$ cat src/rtl/ilt_pkg.sv
// idempotency ledger table: shared types, operation and outcome codes
// no dependencies; used by ilt_cell and idempotency_ledger_table
`default_nettype none
package ilt_pkg;

    localparam logic [1:0] OP_BEGIN    = 2'd0;
    localparam logic [1:0] OP_COMPLETE = 2'd1;
    localparam logic [1:0] OP_ABANDON  = 2'd2;
    localparam logic [1:0] OP_CLEAR    = 2'd3;

    localparam logic [2:0] OUT_DISABLED   = 3'd0;
    localparam logic [2:0] OUT_FIRST      = 3'd1;
    localparam logic [2:0] OUT_CONFLICT   = 3'd2;
    localparam logic [2:0] OUT_IN_FLIGHT  = 3'd3;
    localparam logic [2:0] OUT_REPLAY     = 3'd4;
    localparam logic [2:0] OUT_DONE       = 3'd5;
    localparam logic [2:0] OUT_TABLE_FULL = 3'd6;

    localparam logic CFG_TTL_TICKS     = 1'b0;
    localparam logic CFG_MAX_COMPLETED = 1'b1;

    localparam logic [31:0] TTL_RESET       = 32'd1000000;
    localparam logic [5:0]  MAX_DONE_RESET  = 6'd32;

    typedef struct packed {
        logic [1:0]  op;
        logic [63:0] slot_key;
        logic        key_present;
        logic [31:0] fingerprint;
        logic [31:0] receipt_handle;
        logic [31:0] now_time;
    } in_beat_t;

    typedef struct packed {
        logic [2:0]  outcome;
        logic [31:0] replay_receipt;
        logic        receipt_valid;
    } out_beat_t;

    // partial scan result handed from cell to cell
    typedef struct packed {
        logic        active;
        logic        found;
        logic        f_done;
        logic        f_fpeq;
        logic        f_expired;
        logic [31:0] f_receipt;
        logic        free_found;
        logic        old_found;
        logic [31:0] old_order;
    } carry_t;

    // broadcast write command to the cells
    typedef struct packed {
        logic        ins;
        logic        inval;
        logic        set_done;
        logic        clr;
        logic [63:0] key;
        logic [31:0] fp;
        logic [31:0] order;
        logic [31:0] receipt;
        logic [31:0] done_time;
    } cmd_t;

endpackage
`default_nettype wire

$ cat src/rtl/ilt_cell.sv
// one table entry plus its stage of the scan chain
// depends on ilt_pkg
`default_nettype none
module ilt_cell #(
    parameter int IW  = 5,
    parameter int IDX = 0
) (
    input  wire logic              aclk,
    input  wire logic              aresetn,
    input  wire logic [63:0]       q_key,
    input  wire logic [31:0]       q_fp,
    input  wire logic [31:0]       q_now,
    input  wire logic [31:0]       ttl,
    input  wire ilt_pkg::carry_t   c_in,
    input  wire logic [IW-1:0]     found_idx_in,
    input  wire logic [IW-1:0]     free_idx_in,
    input  wire logic [IW-1:0]     old_idx_in,
    output ilt_pkg::carry_t        c_out,
    output logic [IW-1:0]          found_idx_out,
    output logic [IW-1:0]          free_idx_out,
    output logic [IW-1:0]          old_idx_out,
    input  wire ilt_pkg::cmd_t     cmd,
    input  wire logic [IW-1:0]     ins_idx,
    input  wire logic [IW-1:0]     tgt_idx
);
    localparam logic [IW-1:0] MY_IDX = IW'(IDX);

    logic        valid_reg;
    logic [63:0] key_reg;
    logic [31:0] fp_reg;
    logic        done_reg;
    logic [31:0] order_reg;
    logic [31:0] time_reg;
    logic [31:0] receipt_reg;

    ilt_pkg::carry_t c_reg, c_next;
    logic [IW-1:0] found_idx_reg, found_idx_next;
    logic [IW-1:0] free_idx_reg, free_idx_next;
    logic [IW-1:0] old_idx_reg, old_idx_next;
    logic          hit;

    assign hit = valid_reg && (key_reg == q_key);

    always_comb begin
        c_next         = c_in;
        found_idx_next = found_idx_in;
        free_idx_next  = free_idx_in;
        old_idx_next   = old_idx_in;
        if (c_in.active) begin
            if (hit && !c_in.found) begin
                c_next.found     = 1'b1;
                c_next.f_done    = done_reg;
                c_next.f_fpeq    = (fp_reg == q_fp);
                c_next.f_expired = ((q_now - time_reg) > ttl);
                c_next.f_receipt = receipt_reg;
                found_idx_next   = MY_IDX;
            end
            if (!valid_reg && !c_in.free_found) begin
                c_next.free_found = 1'b1;
                free_idx_next     = MY_IDX;
            end
            if (valid_reg && done_reg &&
                (!c_in.old_found || order_reg < c_in.old_order)) begin
                c_next.old_found = 1'b1;
                c_next.old_order = order_reg;
                old_idx_next     = MY_IDX;
            end
        end
    end

    always_ff @(posedge aclk) begin
        if (!aresetn) begin
            c_reg <= '0;
        end else begin
            c_reg <= c_next;
        end
        found_idx_reg <= found_idx_next;
        free_idx_reg  <= free_idx_next;
        old_idx_reg   <= old_idx_next;
    end

    always_ff @(posedge aclk) begin
        if (!aresetn) begin
            valid_reg <= 1'b0;
        end else if (cmd.clr) begin
            valid_reg <= 1'b0;
        end else if (cmd.ins && ins_idx == MY_IDX) begin
            valid_reg <= 1'b1;
        end else if (cmd.inval && tgt_idx == MY_IDX) begin
            valid_reg <= 1'b0;
        end
        if (cmd.ins && ins_idx == MY_IDX) begin
            key_reg   <= cmd.key;
            fp_reg    <= cmd.fp;
            done_reg  <= 1'b0;
            order_reg <= cmd.order;
        end else if (cmd.set_done && tgt_idx == MY_IDX) begin
            done_reg    <= 1'b1;
            receipt_reg <= cmd.receipt;
            time_reg    <= cmd.done_time;
        end
    end

    assign c_out         = c_reg;
    assign found_idx_out = found_idx_reg;
    assign free_idx_out  = free_idx_reg;
    assign old_idx_out   = old_idx_reg;

endmodule
`default_nettype wire
$ cat config.mk
export PLATFORM = sky130hd
export DESIGN_NAME = ilt_cell
export DESIGN_NICKNAME = d
export VERILOG_FILES = /design/src/rtl/ilt_pkg.sv /design/src/rtl/ilt_cell.sv
export SDC_FILE = /design/constraint.sdc
export NUM_CORES = 1
export LEC_CHECK = 0
export BUFFER_PORTS_ARGS = -buffer_cell sky130_fd_sc_hd__buf_2
export CORE_AREA = 2 2 207 209
export CTS_CLUSTER_SIZE = 20
export DETAILED_ROUTE_END_ITERATION = 8
export DIE_AREA = 0 0 209 211
export GPL_TIMING_DRIVEN = 0
export HOLD_SLACK_MARGIN = 0.06
export MAX_ROUTING_LAYER = met4
export SLEW_MARGIN = 5
export SYNTH_ARGS = -nofsm -noshare
export SYNTH_HDL_FRONTEND = slang
export SYNTH_SLANG_ARGS = --single-unit
$ cat constraint.sdc
create_clock -name aclk -period 4.74 [get_ports aclk]
set_clock_uncertainty 0.1 [all_clocks]
set_input_delay 0.474 -clock aclk [delete_from_list [all_inputs] [get_ports aclk]]
set_output_delay 0.474 -clock aclk [all_outputs]
set_load 0.01 [all_outputs]
==> flow_summary.toml <==
[setup_path]
crit_chain = "ha_4, inv_2, fa_2, a211oi_2, o21bai_2, o2bb2ai_2, o31a_1, a22o_1, o41a_1, buf_4, a21oi_1, xnor2_1, ha_1, a21o_1, a21oi_1, o211ai_1, nor2_1, a31oi_2, a31o_2"
crit_path_end_kind = "flop"
crit-reg2reg-launch = "time_reg[0]"
worstPathRequired_ps = 5070
cp_common_cell = "a21oi_1"
slowest_stage = "o41a_1"
reg2regPathDepth = 19
r2r_slack_ps = 180
slowest_delay_ps = 510
crit_type = "reg2reg"
rr_endpoint = "c_out[66]"
arrival_ps = 4890
cp-start-kind = "flop"
crit_fanout = 4

[clocking]
clock_sinks = 280
cts_tree = "done"
clk_pin_slew_ps = 60
root_buffer = "clkbuf_16"
clk_path_buf_depth = 3
ctsHtreeMaxLevel = 2
clkLatencyLatePin_ps = 550
cts_inserted_buffers = 35

[place]
port_buffers = 538
place.gp.congestion = 0.935
dp_hpwl_mm = 34.0
dp.cells = 2200

[timing]
rsz0062_at_grt = "true"
period_share_pct = 96.2
fmax_ghz = 0.219
worst_slew_pin_slew_ps = 744
setup_violations = 0
hold_violations = 0
slew-limit-headroom_pct = 50.4
min_period_ps = 4560
maxSlewViolCount = 0

[hold_path]
hold_depth = 3
hold_end = "c_out[32]"
hold_class = "in2reg"
hp-start = "c_in[32]"

[yosys]
synth_area_leader_cell = "edfxtp_1"
seq_area_frac_synth_pct = 56.1
synthesis.nets = 1670
ys_types = 64
synthArstFlopShare_pct = 0
synthTopCellsByArea = "edfxtp_1 43%, dfxtp_1 13%, ha_1 8.8%, mux2i_1 4.9%, xnor2_1 3.6%"
synth_edf_count = 192
ys_ff_latch = 280
netlist_area_mm2 = 0.0134
synthFlopType = "edfxtp_1"
synth_warnings = 0
synth_top_area_share_pct = 43.0
postSynthAreaPerCell_um2 = 12.0
syn_inst = 1121

[grt]
gr-total-overflow = 0
use_met1_pct = 22.0
use_met3_pct = 4.24
use_met2_pct = 37.3
grt_max_degree = 83
antenna_found_initial = 14
grt.total_usage_pct = 20.6
grt_pass1_vias = 12556
grt_pass1_wl_mm = 67.6
top_usage_layer = "met2"

[routing]
wl_per_cell_um = 18.1
via_count = 11432
detail-route-antenna-nets = 0
drc = 0
vias_per_cell = 4.58
drtIter0Drc = 516
drt_pre_antenna_iters = 5
wl_mm = 45.1

[run_status]
status = "finished, final reports clean"

[floorplanning]
core-area_mm2 = 0.0418
start_util_pct = 32.1
row_count = 75
die_y_um = 211
die_x_um = 209
ios = 540
die_area_mm2 = 0.0441

[pwr]
combPwrFrac_pct = 13.4
seqPwrFrac_pct = 42.8
irDropWorstVdd_mv = 0.270
switching_share_pct = 23.6
pwr-share-clk_pct = 43.8
p_leak_uw = 0.00925
internal-power_uw = 4800
p_sw_uw = 1480
powerDensity_mw_per_mm2 = 309

[cells_and_area]
fin_nets = 2469
drive_gt1_share_pct = 31.9
area_growth_pct = 51.5
final_cell_mix = "541 x buf_2, 219 x dlygate4sd3_1, 192 x edfxtp_1, 113 x inv_1, 93 x ha_1"
largest_reg_flops = 71
final_common_cell = "buf_2"
final_core_util_pct = 48.7
fin_cells = 2498

[run]
cap_viol_max_count = 0
synth_stat cells, drive strengths merged (3+ instances only):
cell     number
edfxtp      192
nor2         36
nor2b        64
nand2b       15
o2111ai       5
clkbuf       13
nor4         15
xnor2        55
buf           8
a21oi        43
o211ai        4
a21boi        3
inv         115
mux2i        66
o21bai        6
nand2        90
ha           94
dfxtp        88
nor3          4
a211oi        6
o31a          3
a21o         30
a2111oi       3
and2          7
nand4        26
o21a          7
o21ai        26
or4           4
nand3         8
nor3b         4
xor2         48
a31oi         4
power groups by stage:
stage          Sequential, uW  Clock [uW]  Combinational [uW]
6_report                 2690        2750                 841
5_1_grt                  2700        2920                 928
4_1_cts                  2690        2820                 829
3_5_place_dp             2740           0                 680
3_3_place_gp             2750           0                 663
2_1_floorplan            2760           0                 321
routing by layer:
metal  vias up  wire (um)
li1       5594          -
met4         0       1400
met2       418      23700
met1      5346      17300
met5         -          0
met3        74       2700
how the worst max path moves through the flow:
stage                            from            to  slack, ps  depth (start not counted)
after detailed placement     q_now[0]     c_out[66]       -190                         21
after floorplan              q_now[0]     c_out[66]        620                         19
after CTS                 time_reg[0]     c_out[66]         90                         19
after global placement     ins_idx[1]  order_reg[4]       -610                          4
after global routing      time_reg[0]     c_out[66]        -80                         19
final                     time_reg[0]     c_out[66]        180                         19
cell type report:
class | count | area [um^2]
flip-flops and latches | 280 | 7530
well taps | 539 | 674
clock inverters | 10 | 133
repair buffers | 762 | 4960
fillers | 3675 | 21400
clock buffers | 53 | 1060
diodes | 13 | 32.5
plain buffers | 21 | 124
inverters | 115 | 437
multi-input cells | 705 | 5370
metrics by stage:
| stage | setup TNS, ps | instance area, um^2 | hold WS, ps | total power [uW] | setup WS, ps |
|---|---|---|---|---|---|
| floorplan | 0 | 13400 | 348 | 3080 | 620 |
| global placement | -80370 | 16800 | 383 | 3410 | -609 |
| detailed placement | -194 | 16800 | 391 | 3430 | -194 |
| CTS | 0 | 20200 | 60.8 | 6340 | 91.0 |
| global route | -81.6 | 20300 | 79.2 | 6540 | -81.6 |
| finish | 0 | 20300 | 89.0 | 6290 | 182 |
timing repair:
action	in CTS	in global routing
buffers inserted	0	3
hold buffers	219	0
endpoints found under the setup margin	0	1
gates resized for setup	0	10
hold endpoints to repair	219	0
worst max-delay path: cells and delay by family, from the launching register on:
kind | cells | cell delay, ps
and+or+nand+nor | 1 | 160
xor gates and xnor gates | 1 | 140
buffers and inverters | 2 | 200
DFF | 1 | 380
adders and majority gates | 3 | 790
AOI/OAI and AO/OA | 12 | 2700
cell families after synthesis:
kind of cell	synth area share, %
muxes	5.01
buffers and inverters	4.14
adders and majority gates	8.92
and+or+nand+nor	11.0
DFF	56.1
xor gates and xnor gates	6.73
AOI/OAI and AO/OA	8.11
Note: power is estimated with default switching activity, not from simulation.
